## config.mk

```make
export PLATFORM = sky130hd
export DESIGN_NAME = battery_monitor_cell_detect_unit_flat
export DESIGN_NICKNAME = d
export VERILOG_FILES = /design/src/rtl/core/bmcd_pkg.sv /design/src/rtl/core/bmcd_if.sv /design/src/rtl/core/bmcd_ctrl.sv /design/src/rtl/core/bmcd_dp.sv /design/src/rtl/core/battery_monitor_cell_detect_unit.sv /design/src/flat_wrapper.sv
export SDC_FILE = /design/constraint.sdc
export NUM_CORES = 1
export LEC_CHECK = 0
export BUFFER_PORTS_ARGS = -buffer_cell sky130_fd_sc_hd__buf_2
export CORE_MARGIN = 1.5
export CORE_UTILIZATION = 35
export CTS_CLUSTER_DIAMETER = 80
export CTS_CLUSTER_SIZE = 20
export DETAILED_ROUTE_END_ITERATION = 10
export RECOVER_POWER = 100
export SLEW_MARGIN = 0
export SYNTH_ARGS = -nofsm -noshare
export SYNTH_HDL_FRONTEND = slang
export SYNTH_HIERARCHICAL = 1
export SYNTH_SLANG_ARGS = --single-unit
export TNS_END_PERCENT = 1
```

## constraint.sdc

```tcl
create_clock -name i_clk -period 4.77 [get_ports i_clk]
set_input_delay 0 -clock i_clk [delete_from_list [all_inputs] [get_ports i_clk]]
set_output_delay 0 -clock i_clk [all_outputs]
set_load 0.02 [all_outputs]
```

## src/rtl/core/bmcd_pkg.sv

```systemverilog
// ----------------------------------------------------------------------------
// Battery monitor cell detect package
// Shared widths, constants, register indexes and the controller/datapath
// command and status types.
// ----------------------------------------------------------------------------
package bmcd_pkg;

    // Fixed field widths
    localparam int PACK_BITS     = 12;
    localparam int CELL_BITS     = 4;
    localparam int EMPTY_BITS    = 9;
    localparam int THR_BITS      = 13;
    localparam int ELAPSED_BITS  = 20;

    // Defaults for the top-level parameters
    localparam int SAMPLE_BITS_DEF = 12;
    localparam int TIMER_BITS_DEF  = 21;

    // Configuration port
    localparam int CFG_IDX_BITS  = 4;
    localparam int CFG_DATA_BITS = 16;
    localparam logic [CFG_IDX_BITS-1:0] REG_EMPTY_CELL  = CFG_IDX_BITS'(0);
    localparam logic [CFG_IDX_BITS-1:0] REG_FIXED_COUNT = CFG_IDX_BITS'(1);
    localparam logic [EMPTY_BITS-1:0]   EMPTY_RESET     = EMPTY_BITS'(350);

    // Voltage and timing constants (centivolts, microseconds)
    localparam int FULL_SCALE_CV  = 3630;
    localparam int ATTACH_MIN_CV  = 250;
    localparam int DETACH_MAX_CV  = 150;
    localparam int CELL_OFFSET_CV = 11;
    localparam int CELL_SPAN_CV   = 435;
    localparam int ALARM_FLOOR_CV = 50;
    localparam int ATTACH_HOLD_US = 1000000;
    localparam int DETACH_HOLD_US = 500000;

    // Largest possible (pack - offset) / span over the full-scale range
    localparam int CELL_STEPS = (FULL_SCALE_CV - 1 - CELL_OFFSET_CV) / CELL_SPAN_CV;

    // Serial divider: one quotient bit per cycle
    localparam int DIV_STEPS    = PACK_BITS;
    localparam int DIV_CNT_BITS = $clog2(DIV_STEPS);

    typedef struct packed {
        logic capture;
        logic scale;
        logic decide;
        logic thresh;
        logic div_step;
        logic out_load;
    } t_dp_cmd;

    typedef struct packed {
        logic div_last;
        logic out_free;
    } t_dp_sts;

endpackage

```

## src/rtl/core/bmcd_if.sv

```systemverilog
// ----------------------------------------------------------------------------
// Battery monitor cell detect channel interfaces
// Sample input channel, result output channel and configuration write channel.
// ----------------------------------------------------------------------------
interface bmcd_in_if #(
    parameter int SAMPLE_BITS = bmcd_pkg::SAMPLE_BITS_DEF
);
    import bmcd_pkg::*;

    logic                    valid;
    logic                    ready;
    logic [SAMPLE_BITS-1:0]  raw_sample;
    logic [ELAPSED_BITS-1:0] elapsed_us;

    modport source (output valid, output raw_sample, output elapsed_us, input ready);
    modport sink   (input valid, input raw_sample, input elapsed_us, output ready);
endinterface

interface bmcd_out_if;
    import bmcd_pkg::*;

    logic                 valid;
    logic                 ready;
    logic [PACK_BITS-1:0] pack_centivolts;
    logic [PACK_BITS-1:0] cell_centivolts;
    logic [CELL_BITS-1:0] cells_in_use;
    logic                 pack_present;
    logic                 alarm_active;
    logic                 alarm_started;
    logic                 alarm_stopped;

    modport source (output valid, output pack_centivolts, output cell_centivolts,
                    output cells_in_use, output pack_present, output alarm_active,
                    output alarm_started, output alarm_stopped, input ready);
    modport sink   (input valid, input pack_centivolts, input cell_centivolts,
                    input cells_in_use, input pack_present, input alarm_active,
                    input alarm_started, input alarm_stopped, output ready);
endinterface

interface bmcd_cfg_if;
    import bmcd_pkg::*;

    logic                     valid;
    logic                     ready;
    logic [CFG_IDX_BITS-1:0]  index;
    logic [CFG_DATA_BITS-1:0] data;

    modport source (output valid, output index, output data, input ready);
    modport sink   (input valid, input index, input data, output ready);
endinterface

```

## src/rtl/core/bmcd_ctrl.sv

```systemverilog
// ----------------------------------------------------------------------------
// Battery monitor cell detect controller
// Sequences one sample word through scale, decision, threshold, divide and
// output load.
// ----------------------------------------------------------------------------
module bmcd_ctrl (
    input  logic              i_clk,
    input  logic              i_rst_n,
    input  logic              i_in_valid,
    output logic              o_in_ready,
    input  bmcd_pkg::t_dp_sts i_sts,
    output bmcd_pkg::t_dp_cmd o_cmd
);
    import bmcd_pkg::*;

    localparam logic [2:0] S_IDLE   = 3'd0;
    localparam logic [2:0] S_SCALE  = 3'd1;
    localparam logic [2:0] S_DECIDE = 3'd2;
    localparam logic [2:0] S_THRESH = 3'd3;
    localparam logic [2:0] S_DIV    = 3'd4;
    localparam logic [2:0] S_OUT    = 3'd5;

    logic [2:0] r_state;
    logic [2:0] n_state;

    assign o_in_ready = (r_state == S_IDLE);

    always_comb begin
        n_state = r_state;
        o_cmd   = '0;
        case (r_state)
            S_IDLE: begin
                if (i_in_valid) begin
                    o_cmd.capture = 1'b1;
                    n_state       = S_SCALE;
                end
            end
            S_SCALE: begin
                o_cmd.scale = 1'b1;
                n_state     = S_DECIDE;
            end
            S_DECIDE: begin
                o_cmd.decide = 1'b1;
                n_state      = S_THRESH;
            end
            S_THRESH: begin
                o_cmd.thresh = 1'b1;
                n_state      = S_DIV;
            end
            S_DIV: begin
                o_cmd.div_step = 1'b1;
                if (i_sts.div_last) begin
                    n_state = S_OUT;
                end
            end
            S_OUT: begin
                // Hold the finished word until the output register can take it.
                if (i_sts.out_free) begin
                    o_cmd.out_load = 1'b1;
                    n_state        = S_IDLE;
                end
            end
            default: begin
                n_state = S_IDLE;
            end
        endcase
    end

    always_ff @(posedge i_clk) begin
        if (!i_rst_n) begin
            r_state <= S_IDLE;
        end else begin
            r_state <= n_state;
        end
    end

endmodule

```

## src/rtl/core/bmcd_dp.sv

```systemverilog
// ----------------------------------------------------------------------------
// Battery monitor cell detect datapath
// Scaling multiplier, hold timer, attach/detach state, threshold multiplier,
// serial cell divider, alarm logic, configuration and output registers.
// ----------------------------------------------------------------------------
module bmcd_dp #(
    parameter int SAMPLE_BITS = bmcd_pkg::SAMPLE_BITS_DEF,
    parameter int TIMER_BITS  = bmcd_pkg::TIMER_BITS_DEF
) (
    input  logic                               i_clk,
    input  logic                               i_rst_n,
    input  bmcd_pkg::t_dp_cmd                  i_cmd,
    output bmcd_pkg::t_dp_sts                  o_sts,
    input  logic [SAMPLE_BITS-1:0]             i_raw_sample,
    input  logic [bmcd_pkg::ELAPSED_BITS-1:0]  i_elapsed_us,
    input  logic                               i_cfg_valid,
    input  logic [bmcd_pkg::CFG_IDX_BITS-1:0]  i_cfg_index,
    input  logic [bmcd_pkg::CFG_DATA_BITS-1:0] i_cfg_data,
    input  logic                               i_out_ready,
    output logic                               o_out_valid,
    output logic [bmcd_pkg::PACK_BITS-1:0]     o_pack_centivolts,
    output logic [bmcd_pkg::PACK_BITS-1:0]     o_cell_centivolts,
    output logic [bmcd_pkg::CELL_BITS-1:0]     o_cells_in_use,
    output logic                               o_pack_present,
    output logic                               o_alarm_active,
    output logic                               o_alarm_started,
    output logic                               o_alarm_stopped
);
    import bmcd_pkg::*;

    localparam int PROD_BITS = SAMPLE_BITS + PACK_BITS;

    // Configuration
    logic [EMPTY_BITS-1:0] r_empty_cell;
    logic [CELL_BITS-1:0]  r_fixed_count;

    // Captured word and scaled values
    logic [SAMPLE_BITS-1:0]  r_raw;
    logic [ELAPSED_BITS-1:0] r_elapsed;
    logic [PACK_BITS-1:0]    r_pack;
    logic [TIMER_BITS-1:0]   r_tsum;
    logic                    r_attach;

    // Persistent monitor state
    logic                  r_mode;
    logic [TIMER_BITS-1:0] r_timer;
    logic [CELL_BITS-1:0]  r_detected;
    logic [THR_BITS-1:0]   r_thr;
    logic                  r_alarm;

    // Divider
    logic [CELL_BITS-1:0]    r_divisor;
    logic [PACK_BITS-1:0]    r_quot;
    logic [CELL_BITS-1:0]    r_rem;
    logic [DIV_CNT_BITS-1:0] r_cnt;

    logic r_out_valid;

    logic [PROD_BITS-1:0]  w_prod;
    logic [TIMER_BITS:0]   w_tsum_wide;
    logic [TIMER_BITS-1:0] w_tsat;
    logic [CELL_BITS-1:0]  w_step_cnt;
    logic [CELL_BITS-1:0]  w_det_new;
    logic [CELL_BITS-1:0]  w_cells;
    logic [THR_BITS-1:0]   w_thr_prod;
    logic [CELL_BITS:0]    w_rem_sh;
    logic                  w_qbit;
    logic [THR_BITS-1:0]   w_pack_ext;
    logic                  w_stop;
    logic                  w_start;
    logic                  w_alarm_next;

    assign w_prod      = PROD_BITS'(r_raw) * PROD_BITS'(FULL_SCALE_CV);
    assign w_tsum_wide = {1'b0, r_timer} + (TIMER_BITS + 1)'(r_elapsed);
    assign w_tsat      = w_tsum_wide[TIMER_BITS] ? '1 : w_tsum_wide[TIMER_BITS-1:0];

    // Cell count from the attach voltage: count of span boundaries passed.
    always_comb begin
        w_step_cnt = '0;
        for (int k = 1; k <= CELL_STEPS; k++) begin
            if (r_pack >= PACK_BITS'(CELL_OFFSET_CV + k * CELL_SPAN_CV)) begin
                w_step_cnt = w_step_cnt + CELL_BITS'(1);
            end
        end
    end

    assign w_det_new  = w_step_cnt + CELL_BITS'(1);
    assign w_cells    = (r_fixed_count != '0) ? r_fixed_count : r_detected;
    assign w_thr_prod = THR_BITS'(w_cells) * THR_BITS'(r_empty_cell);

    assign w_rem_sh = {r_rem, r_quot[PACK_BITS-1]};
    assign w_qbit   = (w_rem_sh >= {1'b0, r_divisor});

    assign w_pack_ext   = THR_BITS'(r_pack);
    assign w_stop       = r_alarm && ((w_pack_ext >= r_thr) ||
                                      (r_pack < PACK_BITS'(ALARM_FLOOR_CV)));
    assign w_start      = !r_alarm && (w_pack_ext < r_thr);
    assign w_alarm_next = w_stop ? 1'b0 : (w_start ? 1'b1 : r_alarm);

    assign o_sts.div_last = (r_cnt == DIV_CNT_BITS'(DIV_STEPS - 1));
    assign o_sts.out_free = !r_out_valid || i_out_ready;
    assign o_out_valid    = r_out_valid;

    // Control and persistent state
    always_ff @(posedge i_clk) begin
        if (!i_rst_n) begin
            r_empty_cell  <= EMPTY_RESET;
            r_fixed_count <= '0;
            r_mode        <= 1'b0;
            r_timer       <= '0;
            r_detected    <= CELL_BITS'(1);
            r_thr         <= '0;
            r_alarm       <= 1'b0;
            r_out_valid   <= 1'b0;
        end else begin
            if (i_cfg_valid) begin
                case (i_cfg_index)
                    REG_EMPTY_CELL:  r_empty_cell  <= i_cfg_data[EMPTY_BITS-1:0];
                    REG_FIXED_COUNT: r_fixed_count <= i_cfg_data[CELL_BITS-1:0];
                    default: begin
                    end
                endcase
            end

            if (i_cmd.decide) begin
                if (!r_mode) begin
                    if (r_pack < PACK_BITS'(ATTACH_MIN_CV)) begin
                        r_timer <= '0;
                    end else begin
                        r_timer <= r_tsum;
                        if (r_tsum > TIMER_BITS'(ATTACH_HOLD_US)) begin
                            if (r_fixed_count == '0) begin
                                r_detected <= w_det_new;
                            end
                            r_mode <= 1'b1;
                        end
                    end
                end else begin
                    if (r_pack > PACK_BITS'(DETACH_MAX_CV)) begin
                        r_timer <= '0;
                    end else begin
                        r_timer <= r_tsum;
                        if (r_tsum > TIMER_BITS'(DETACH_HOLD_US)) begin
                            if (r_fixed_count == '0) begin
                                r_detected <= CELL_BITS'(1);
                            end
                            r_thr  <= '0;
                            r_mode <= 1'b0;
                        end
                    end
                end
            end

            if (i_cmd.thresh && r_attach) begin
                r_thr <= w_thr_prod;
            end

            if (i_cmd.out_load) begin
                r_alarm     <= w_alarm_next;
                r_out_valid <= 1'b1;
            end else if (i_out_ready) begin
                r_out_valid <= 1'b0;
            end
        end
    end

    // Payload registers
    always_ff @(posedge i_clk) begin
        if (i_cmd.capture) begin
            r_raw     <= i_raw_sample;
            r_elapsed <= i_elapsed_us;
        end
        if (i_cmd.scale) begin
            r_pack <= w_prod[SAMPLE_BITS +: PACK_BITS];
            r_tsum <= w_tsat;
        end
        if (i_cmd.decide) begin
            r_attach <= !r_mode && (r_pack >= PACK_BITS'(ATTACH_MIN_CV)) &&
                        (r_tsum > TIMER_BITS'(ATTACH_HOLD_US));
        end
        if (i_cmd.thresh) begin
            r_divisor <= (w_cells == '0) ? CELL_BITS'(1) : w_cells;
            r_quot    <= r_pack;
            r_rem     <= '0;
            r_cnt     <= '0;
        end
        if (i_cmd.div_step) begin
            r_rem  <= w_qbit ? w_rem_sh[CELL_BITS-1:0] - r_divisor
                             : w_rem_sh[CELL_BITS-1:0];
            r_quot <= {r_quot[PACK_BITS-2:0], w_qbit};
            r_cnt  <= r_cnt + DIV_CNT_BITS'(1);
        end
        if (i_cmd.out_load) begin
            o_pack_centivolts <= r_pack;
            o_cell_centivolts <= r_quot;
            o_cells_in_use    <= w_cells;
            o_pack_present    <= r_mode;
            o_alarm_active    <= w_alarm_next;
            o_alarm_started   <= w_start && !w_stop;
            o_alarm_stopped   <= w_stop;
        end
    end

endmodule

```

## src/rtl/core/battery_monitor_cell_detect_unit.sv

```systemverilog
// ----------------------------------------------------------------------------
// Battery monitor cell detect unit
// Scales battery ADC samples to centivolts, tracks pack attach and detach,
// detects the cell count and raises a low-voltage alarm.
// ----------------------------------------------------------------------------
//
//  Channel   Direction  Carries                                   Handshake
//  i_in      in         raw_sample, elapsed_us                    valid/ready
//  o_out     out        pack/cell voltage, cells, present, alarm  valid/ready
//  i_cfg     in         index, data (0: empty cV/cell, 1: cells)  valid/ready
//
//  A word passes from its acceptance through a capture, a scaling multiply,
//  an attach/detach decision, a threshold multiply, twelve steps of the serial
//  divider that splits the pack voltage by the cell count, and an output load.
//  The divider is the longest part; the next word is accepted only after the
//  output load. The result becomes valid in the same cycle as ready rises again.
//  The result sits in an output register, so the next word is accepted while
//  it waits; the output load itself waits only if that register is still full.
//  Reset is synchronous and active low; the configuration port is always ready.
//
module battery_monitor_cell_detect_unit #(
    parameter int SAMPLE_BITS = bmcd_pkg::SAMPLE_BITS_DEF,
    parameter int TIMER_BITS  = bmcd_pkg::TIMER_BITS_DEF
) (
    input  logic     i_clk,
    input  logic     i_rst_n,
    bmcd_in_if.sink  i_in,
    bmcd_out_if.source o_out,
    bmcd_cfg_if.sink i_cfg
);
    import bmcd_pkg::*;

    t_dp_cmd w_cmd;
    t_dp_sts w_sts;
    logic    w_in_ready;

    // The input channel is ready only while the controller waits for a word.
    assign i_in.ready  = w_in_ready;
    // Configuration writes land directly in their registers.
    assign i_cfg.ready = 1'b1;

    bmcd_ctrl u_ctrl (
        .i_clk      (i_clk),
        .i_rst_n    (i_rst_n),
        .i_in_valid (i_in.valid),
        .o_in_ready (w_in_ready),
        .i_sts      (w_sts),
        .o_cmd      (w_cmd)
    );

    bmcd_dp #(
        .SAMPLE_BITS (SAMPLE_BITS),
        .TIMER_BITS  (TIMER_BITS)
    ) u_dp (
        .i_clk             (i_clk),
        .i_rst_n           (i_rst_n),
        .i_cmd             (w_cmd),
        .o_sts             (w_sts),
        .i_raw_sample      (i_in.raw_sample),
        .i_elapsed_us      (i_in.elapsed_us),
        .i_cfg_valid       (i_cfg.valid),
        .i_cfg_index       (i_cfg.index),
        .i_cfg_data        (i_cfg.data),
        .i_out_ready       (o_out.ready),
        .o_out_valid       (o_out.valid),
        .o_pack_centivolts (o_out.pack_centivolts),
        .o_cell_centivolts (o_out.cell_centivolts),
        .o_cells_in_use    (o_out.cells_in_use),
        .o_pack_present    (o_out.pack_present),
        .o_alarm_active    (o_out.alarm_active),
        .o_alarm_started   (o_out.alarm_started),
        .o_alarm_stopped   (o_out.alarm_stopped)
    );

    // A word just accepted keeps the controller busy in the next cycle.
    a_busy_after_accept : assert property (@(posedge i_clk) disable iff (!i_rst_n)
        i_in.valid && i_in.ready |=> !i_in.ready)
        else $error("input accepted while a word is still in work");

    // The controller never loads over a result that has not been taken.
    a_load_when_free : assert property (@(posedge i_clk) disable iff (!i_rst_n)
        w_cmd.out_load |-> w_sts.out_free)
        else $error("output register overwritten");

    // The alarm cannot start and stop on the same sample.
    a_alarm_pulses : assert property (@(posedge i_clk) disable iff (!i_rst_n)
        o_out.valid |-> !(o_out.alarm_started && o_out.alarm_stopped))
        else $error("alarm start and stop pulses together");

    // The effective cell count is never zero.
    a_cells_nonzero : assert property (@(posedge i_clk) disable iff (!i_rst_n)
        o_out.valid |-> (o_out.cells_in_use != '0))
        else $error("zero cell count reported");

endmodule

```

## src/flat_wrapper.sv

```systemverilog
// flat-port wrapper written by rule: the top's interface ports become plain ports
module battery_monitor_cell_detect_unit_flat import bmcd_pkg::*;
#(
    parameter int SAMPLE_BITS = bmcd_pkg::SAMPLE_BITS_DEF,
    parameter int TIMER_BITS  = bmcd_pkg::TIMER_BITS_DEF
)
  (i_clk, i_rst_n, i_in_valid, i_in_raw_sample, i_in_elapsed_us, i_in_ready, o_out_valid, o_out_pack_centivolts, o_out_cell_centivolts, o_out_cells_in_use, o_out_pack_present, o_out_alarm_active, o_out_alarm_started, o_out_alarm_stopped, o_out_ready, i_cfg_valid, i_cfg_index, i_cfg_data, i_cfg_ready);
  bmcd_in_if #(.SAMPLE_BITS(SAMPLE_BITS)) i_in_i ();
  bmcd_out_if o_out_i ();
  bmcd_cfg_if i_cfg_i ();
  input  logic i_clk;
  input  logic i_rst_n;
  input wire logic [$bits(i_in_i.valid)-1:0] i_in_valid;
  input wire logic [$bits(i_in_i.raw_sample)-1:0] i_in_raw_sample;
  input wire logic [$bits(i_in_i.elapsed_us)-1:0] i_in_elapsed_us;
  output wire logic [$bits(i_in_i.ready)-1:0] i_in_ready;
  output wire logic [$bits(o_out_i.valid)-1:0] o_out_valid;
  output wire logic [$bits(o_out_i.pack_centivolts)-1:0] o_out_pack_centivolts;
  output wire logic [$bits(o_out_i.cell_centivolts)-1:0] o_out_cell_centivolts;
  output wire logic [$bits(o_out_i.cells_in_use)-1:0] o_out_cells_in_use;
  output wire logic [$bits(o_out_i.pack_present)-1:0] o_out_pack_present;
  output wire logic [$bits(o_out_i.alarm_active)-1:0] o_out_alarm_active;
  output wire logic [$bits(o_out_i.alarm_started)-1:0] o_out_alarm_started;
  output wire logic [$bits(o_out_i.alarm_stopped)-1:0] o_out_alarm_stopped;
  input wire logic [$bits(o_out_i.ready)-1:0] o_out_ready;
  input wire logic [$bits(i_cfg_i.valid)-1:0] i_cfg_valid;
  input wire logic [$bits(i_cfg_i.index)-1:0] i_cfg_index;
  input wire logic [$bits(i_cfg_i.data)-1:0] i_cfg_data;
  output wire logic [$bits(i_cfg_i.ready)-1:0] i_cfg_ready;
  assign i_in_i.valid = i_in_valid;
  assign i_in_i.raw_sample = i_in_raw_sample;
  assign i_in_i.elapsed_us = i_in_elapsed_us;
  assign i_in_ready = i_in_i.ready;
  assign o_out_valid = o_out_i.valid;
  assign o_out_pack_centivolts = o_out_i.pack_centivolts;
  assign o_out_cell_centivolts = o_out_i.cell_centivolts;
  assign o_out_cells_in_use = o_out_i.cells_in_use;
  assign o_out_pack_present = o_out_i.pack_present;
  assign o_out_alarm_active = o_out_i.alarm_active;
  assign o_out_alarm_started = o_out_i.alarm_started;
  assign o_out_alarm_stopped = o_out_i.alarm_stopped;
  assign o_out_i.ready = o_out_ready;
  assign i_cfg_i.valid = i_cfg_valid;
  assign i_cfg_i.index = i_cfg_index;
  assign i_cfg_i.data = i_cfg_data;
  assign i_cfg_ready = i_cfg_i.ready;
  battery_monitor_cell_detect_unit #(.SAMPLE_BITS(SAMPLE_BITS), .TIMER_BITS(TIMER_BITS)) u_core (.i_clk(i_clk), .i_rst_n(i_rst_n), .i_in(i_in_i), .o_out(o_out_i), .i_cfg(i_cfg_i));
endmodule
```

==> flow_summary.ini, run 1 <==
[clock_network]
h-tree-depth = 4
cts_root_buffer = clkbuf_16
cts_tree = built
clock_tree.buffer_depth = 2
number_of_buffers_created_by_cts = 17
insertion_delay_ns = 0.45
worst_setup_hold_path_clk_slew_ns = 0.07
clkSinkCount = 179

[sta]
hold_violations = 0
slew_viol_final = 102
final.min_clock_period_ns = 4.82
postLayoutSetupSlackWorst_ns = -0.0525
slew_headroom_pct = -107
finalSetupViolCount = 3
final.setup.tns_ns = -0.106
layout_worst_path_cycle_share_pct = 101
fin_worst_skew_ns = 0.0144
fmaxAchievable_mhz = 207
rsz_0062_raised_after_global_routing = yes
tightestPinTransition_ns = 3.10

[synth]
synthTopCellsByCount = 159 x inv_1, 148 x ha_1, 122 x edfxtp_1
syn_inst = 1185
synth.most_common_cell = inv_1
syn_nets = 1446
ys_warn_count = 6
yosysTopAreaCell = edfxtp_1
syn_avg_cell_area_sq_um = 10.5
synth_cell_type_count = 78
netlist_area_sq_um = 12400
ys_dominant_reg_cell = edfxtp_1
yosys-top-cells-area = edfxtp_1 30%, ha_1 15%, dfxtp_1 9.2%, fa_1 9.0%, inv_1 4.8%
synth-async-reset-ratio_pct = 0
ys_seq_area_share_pct = 38.8
netlist.area_leader.share_pct = 29.6
number_of_storage_elements_in_the_synthesis_netlist = 179
synth-edff-count = 122

[detailed_routing]
top_layer = met4
wirelength_microns = 26400
final_antenna_net_count = 0
vias = 8830
drtPass1Iterations = 5
detail_route.drc_violations = 0
viasPerCell = 4.84
detail_route.iter0.violations = 431
dr_wl_met3_microns = 784
routed_length_per_instance_microns = 14.5
met2RoutedLength_microns = 12800
met1Wirelength_microns = 12600

[layout]
proportion_of_layout_cells_with_a_drive_suffix_above_1_pct = 15.1
finalInstanceArea_sq_um = 14900
final_nets = 1616
flow.area_growth_from_synthesis_pct = 19.9
fill_cells = 3350
diodes = 0

[setup_path]
ff2ff_setup_slack_ns = -0.05
crit_path_end_kind = flip-flop
critical_path_arrival_ns = 5.02
crit_path_category = reg2reg
worst_reg2reg_path_depth = 20
timing.critical_path.required_ns = 4.96
reg2reg_from = u_core/u_dp/r_raw[2]
r2r-end = u_core/u_dp/r_pack[10]
critPathLaunchType = flip-flop
critPathMaxFanout = 3

[placement]
finalWeightedCongestion = 0.837
detailedPlacementHpwl_microns = 19800
dpl_cell_area_sq_um = 13700
io_buffer_count = 83

[floorplan]
die_h_microns = 191
die-width_microns = 191
core_sq_um = 34700
std_cell_rows = 68
initial_core_util_pct = 35.7
die_area_sq_um = 36500
io_pins = 92

[global_routing]
global_route_wire_length_before_repair_microns = 43300
antenna_found_initial = 0
vias_in_the_first_global_route = 8875
globalRouteTotalUtil_pct = 14.9
pin_count_of_the_biggest_net_entering_global_routing = 64
grt_remaining_overflow = 0

[outcome]
run_status = finished, violations left
violated_checks = max-capacitance violations, max-slew violations, negative setup slack

[worst_hold_path]
min-delay-path-class = in2reg
worst_hold_path.num_cells = 4
source_of_the_worst_hold_timing_path = i_in_valid
holdPathEnd = u_core/u_ctrl/r_state[0]

[run]
max_cap_viol_count = 3

[power]
p_leak_uw = 0.00624
power_density_nw_per_um2 = 606
worst_ir_drop_vdd_v = 0.000488
logic make-up (layout without fill, tap and decap cells):
| group | after synthesis | after routing | synth area share (%) |
|---|---|---|---|
| fa+ha+maj | 204 | 204 | 24.0 |
| compound gates | 216 | 216 | 12.1 |
| flops | 179 | 179 | 38.8 |
| other cells | 1 | 1 | 0.0303 |
| buf+inv | 193 | 376 | 6.13 |
| xor+xnor | 48 | 48 | 3.62 |
| mux | 26 | 26 | 2.19 |
| simple gates | 318 | 318 | 13.2 |
routing by layer:
metal | up-vias | global-route usage, %
li1 | 4441 | -
met1 | 4245 | 19.3
met2 | 125 | 25.4
met3 | 19 | 2.53
met4 | 0 | 4.36
met5 | - | 0
registers in the layout (all words and copies together), names as in the netlist, 3 cells and up:
register	cells
u_core/u_dp/r_empty_cell	9
u_core/u_dp/r_detected	4
u_core/u_dp/r_thr	13
u_core/u_ctrl/r_state	3
u_core/u_dp/r_timer	21
u_core/u_dp/r_elapsed	20
u_core/u_dp/r_raw	12
u_core/u_dp/r_rem	4
u_core/u_dp/r_quot	12
u_core/u_dp/r_cnt	4
u_core/u_dp/r_tsum	21
u_core/u_dp/r_pack	12
u_core/u_dp/o_pack_centivolts	12
u_core/u_dp/r_fixed_count	4
u_core/u_dp/o_cells_in_use	4
u_core/u_dp/o_cell_centivolts	12
u_core/u_dp/r_divisor	4
power breakdown:
part,internal [uW],switching (uW),total (uW)
sequential,2040,135,2170
combinational,2590,2830,5420
clock,752,661,1410
total,5380,3630,9010
worst max-delay path by stage:
stage,from,to,slack (ns),cells past startpoint
final,u_core/u_dp/r_raw[2],u_core/u_dp/r_pack[10],-0.05,20
after global routing,u_core/u_dp/r_raw[2],u_core/u_dp/r_pack[10],-0.31,20
after CTS,u_core/u_dp/r_raw[2],u_core/u_dp/r_pack[9],-0.006,18
after detailed placement,u_core/u_dp/r_raw[3],u_core/u_dp/r_pack[11],-0.09,18
after global placement,u_core/u_dp/r_raw[2],u_core/u_dp/r_pack[11],-0.0004,18
after floorplan,u_core/u_dp/r_pack[2],u_core/u_dp/r_detected[2],-0.006,23
layout by cell type (no fill, tap or decap), types with 7 or more instances in the layout:
| cell | n |
|---|---|
| inv_1 | 149 |
| ha_1 | 136 |
| edfxtp_1 | 122 |
| nand2_1 | 84 |
| nor2b_1 | 65 |
| dfxtp_1 | 57 |
| fa_1 | 55 |
| nor2_1 | 54 |
| buf_4 | 49 |
| a21oi_1 | 49 |
| buf_2 | 48 |
| clkbuf_1 | 43 |
| dlygate4sd3_1 | 42 |
| o21ai_0 | 42 |
| xnor2_1 | 29 |
| clkbuf_16 | 19 |
| nor3_1 | 19 |
| nand3_1 | 19 |
| and2_1 | 19 |
| o21a_1 | 17 |
| mux2i_1 | 17 |
| xor2_1 | 13 |
| a22oi_1 | 12 |
| a21o_1 | 11 |
| ha_4 | 11 |
| inv_2 | 10 |
| a21boi_0 | 10 |
| nand2b_1 | 9 |
| mux2_2 | 9 |
| and2_0 | 7 |
| o31a_1 | 7 |
what timing repair did:
item                                   CTS  global route
gates cloned                             0             0
hold buffers                            42             0
pin swaps                                2            22
buffers inserted                         0            10
resized for setup                        5            36
endpoints found under the hold margin   46             0
setup endpoints to repair                3            10
area by class of cell:
type | instances | area (sq um) | area share, %
inverter | 159 | 597 | 4.02
clock inverter | 12 | 105 | 0.707
multi-input combinational | 813 | 7090 | 47.7
timing repair buffer | 185 | 1220 | 8.21
tap | 455 | 569 | 3.83
clock buffer | 20 | 480 | 3.23
sequential | 179 | 4800 | 32.3
metrics by stage:
step | power (uW) | hold slack, ns | setup slack (ns) | instances | utilization, %
3_3_place_gp | 6860 | 0.180 | -0.000442 | 1739 | 39.3
4_1_cts | 8590 | 0.0315 | -0.00558 | 1813 | 42.3
2_1_floorplan | 5750 | 0.0989 | -0.00609 | 1185 | -
3_5_place_dp | 6950 | 0.178 | -0.0925 | 1739 | 39.3
6_report | 9010 | 0.0457 | -0.0525 | 1823 | 42.8
5_1_grt | 9840 | 0.0877 | -0.307 | 1823 | 42.8
critical path, cell delays in order, from the launching register on:
cell	delay [ns]
edfxtp_1	0.38
inv_2	0.07
fa_1	0.54
inv_2	0.05
ha_4	0.26
inv_2	0.03
fa_1	0.49
inv_2	0.04
fa_1	0.48
inv_1	0.05
fa_1	0.49
inv_2	0.04
ha_4	0.26
a21o_1	0.15
a21oi_2	0.07
nor3b_4	0.16
a211oi_4	0.27
nor3_2	0.09
o41ai_2	0.43
buf_4	0.18
xor2_1	0.06
No activity file was read; power rests on OpenSTA's default activity.
==> run 2: changes to the inputs <==
- clock period: 4.77 -> 6 ns (I/O delays scaled with it)
==> run 2 against run 1 <==
  * The flow finishes with violations (max-capacitance violations, max-slew violations)
  * Sequential cell count did not move
  * Critical endpoint is now u_core/u_dp/r_detected[2]
  * Cell area fell by 4.2%
  * Global-route usage fell by 0.44 points
==> flow_summary.ini, run 2 (synthesized netlist as in run 1, its figures left out) <==
[setup_path]
critPathLaunchType = flip-flop
worst_reg2reg_path_depth = 23
reg2reg_from = u_core/u_dp/r_pack[2]
timing.critical_path.required_ns = 6.33
crit_path_category = reg2reg
ff2ff_setup_slack_ns = 0.51
critPathMaxFanout = 10
r2r-end = u_core/u_dp/r_detected[2]
critical_path_arrival_ns = 5.82
crit_path_end_kind = flip-flop

[layout]
flow.area_growth_from_synthesis_pct = 15.0
top_registers = u_core/u_dp/r_timer x21, u_core/u_dp/r_tsum x21, u_core/u_dp/r_elapsed x20
finalInstanceArea_sq_um = 14200
multi_input_gate_area_sq_um = 6820
final_nets = 1570
proportion_of_layout_cells_with_a_drive_suffix_above_1_pct = 8.47
finish.utilization_pct = 41.0
mostFrequentLayoutCells = 159 x inv_1, 148 x ha_1, 122 x edfxtp_1, 84 x nand2_1, 65 x nor2b_1
layout.area.seq_sq_um = 4800
layout_commonest_cell = inv_1
instances_no_fill = 1777
fill_cells = 3391
diodes = 0

[global_routing]
vias_in_the_first_global_route = 8468
global_route_wire_length_before_repair_microns = 41900
antenna_found_initial = 0
globalRouteTotalUtil_pct = 14.5
pin_count_of_the_biggest_net_entering_global_routing = 64
grt_remaining_overflow = 0

[power]
worst_ir_drop_vdd_v = 0.000243
power_density_nw_per_um2 = 443
p_leak_uw = 0.00596

[clock_network]
insertion_delay_ns = 0.44
clock_tree.buffer_depth = 2
h-tree-depth = 4
cts_tree = built
cts_root_buffer = clkbuf_16
number_of_buffers_created_by_cts = 17
worst_setup_hold_path_clk_slew_ns = 0.07
clkSinkCount = 179

[worst_hold_path]
source_of_the_worst_hold_timing_path = i_in_valid
worst_hold_path.num_cells = 4
min-delay-path-class = in2reg
holdPathEnd = u_core/u_ctrl/r_state[0]

[sta]
slew_viol_final = 122
fmaxAchievable_mhz = 182
finalSetupViolCount = 0
tightestPinTransition_ns = 3.05
final.setup.tns_ns = 0
final.min_clock_period_ns = 5.49
hold_violations = 0
fin_worst_hold_slack_ns = 0.0856
layout_worst_path_cycle_share_pct = 91.5
fin_worst_skew_ns = 0.00951
slew_headroom_pct = -104
rsz_0062_raised_after_global_routing = no

[detailed_routing]
detail_route.drc_violations = 0
vias = 8499
drtPass1Iterations = 5
routed_length_per_instance_microns = 14.2
viasPerCell = 4.78
wirelength_microns = 25200
detail_route.iter0.violations = 347
final_antenna_net_count = 0

[placement]
place_inst = 1703
dpl_cell_area_sq_um = 13300
finalWeightedCongestion = 0.858
io_buffer_count = 83
detailedPlacementHpwl_microns = 18800

[floorplan]
die_h_microns = 191
initial_core_util_pct = 35.7
std_cell_rows = 68
io_pins = 92
core_sq_um = 34700
die-width_microns = 191
die_area_sq_um = 36500

[outcome]
violated_checks = max-capacitance violations, max-slew violations
run_status = finished, violations left

[run]
max_cap_viol_count = 4
-- run 2: cell count changes in the layout (fill, tap and decap cells not counted), moves of 7 or more --
| cell | delta |
|---|---|
| clkbuf_1 | +7 |
| ha_1 | +12 |
| buf_4 | -48 |
| inv_1 | +10 |
| inv_2 | -10 |
| ha_4 | -11 |
-- run 2: worst max path at each step --
stage / startpoint / end / slack (ns) / depth (start not counted)
after floorplan: u_core/u_dp/r_raw[1] / u_core/u_dp/r_pack[11] / 0.78 / 20
after global placement: u_core/u_dp/r_raw[2] / u_core/u_dp/r_pack[11] / 0.43 / 20
after detailed placement: u_core/u_dp/r_raw[2] / u_core/u_dp/r_pack[11] / 0.37 / 20
after CTS: u_core/u_dp/r_raw[2] / u_core/u_dp/r_pack[11] / 0.34 / 20
after global routing: u_core/u_dp/r_raw[1] / u_core/u_dp/r_pack[9] / 0.04 / 20
final: u_core/u_dp/r_pack[2] / u_core/u_dp/r_detected[2] / 0.51 / 23
-- run 2: report_power, final --
part / internal, uW / switching [uW] / total [uW] / leakage, uW
combinational: 1500 / 1860 / 3360 / 0.00408
clock: 681 / 486 / 1170 / 0.000294
sequential: 1620 / 165 / 1790 / 0.00159
total: 3800 / 2510 / 6310 / 0.00596
-- run 2: timing repair --
item | in CTS | in global routing
hold endpoints to repair | 46 | 0
hold buffers | 42 | 0
endpoints found under the setup margin | 0 | 1
gates resized for setup | 0 | 1
setup buffers | 0 | 0
-- run 2: worst max-delay path: stages, from the launching register on --
cell       delay (ns)
edfxtp_1         0.36
clkbuf_1         0.32
nor4_1           0.36
o21bai_1         0.10
a311oi_2         0.41
inv_1            0.09
ha_1             0.47
xor2_1           0.23
ha_1             0.32
o22ai_1          0.22
xnor2_1          0.18
o21ai_0          0.13
ha_1             0.35
xnor2_1          0.17
nor2_1           0.05
a31oi_1          0.18
xnor2_1          0.13
o21a_1           0.20
ha_1             0.30
mux2_2           0.28
ha_1             0.20
xnor2_1          0.13
a2bb2oi_1        0.14
nor2b_1          0.06
-- run 2: stage by stage --
| step | total power, uW | setup WS, ns |
|---|---|---|
| floorplan | 4460 | 0.784 |
| global placement | 5100 | 0.432 |
| detailed placement | 5170 | 0.369 |
| CTS | 6400 | 0.340 |
| global route | 6960 | 0.0430 |
| finish | 6310 | 0.508 |
-- run 2: cell type report --
| type | instances | share of cell area, % |
|---|---|---|
| Clock buffer | 21 | 3.23 |
| Clock inverter | 11 | 1.05 |
| Inverter | 159 | 4.19 |
| Multi-Input combinational cell | 813 | 47.8 |
| Sequential cell | 179 | 33.7 |
| Tap cell | 455 | 4.00 |
| Timing Repair Buffer | 139 | 5.96 |
-- run 2: layer usage --
layer / vias up / track usage [%] / wire length, microns / share of wire, %
met5: - / 0 / 0 / 0
li1: 4347 / - / - / -
met4: 0 / 3.55 / 299 / 1.2
met1: 4002 / 19.7 / 12600 / 50
met2: 128 / 23.6 / 11500 / 46
met3: 22 / 2.74 / 860 / 3.4
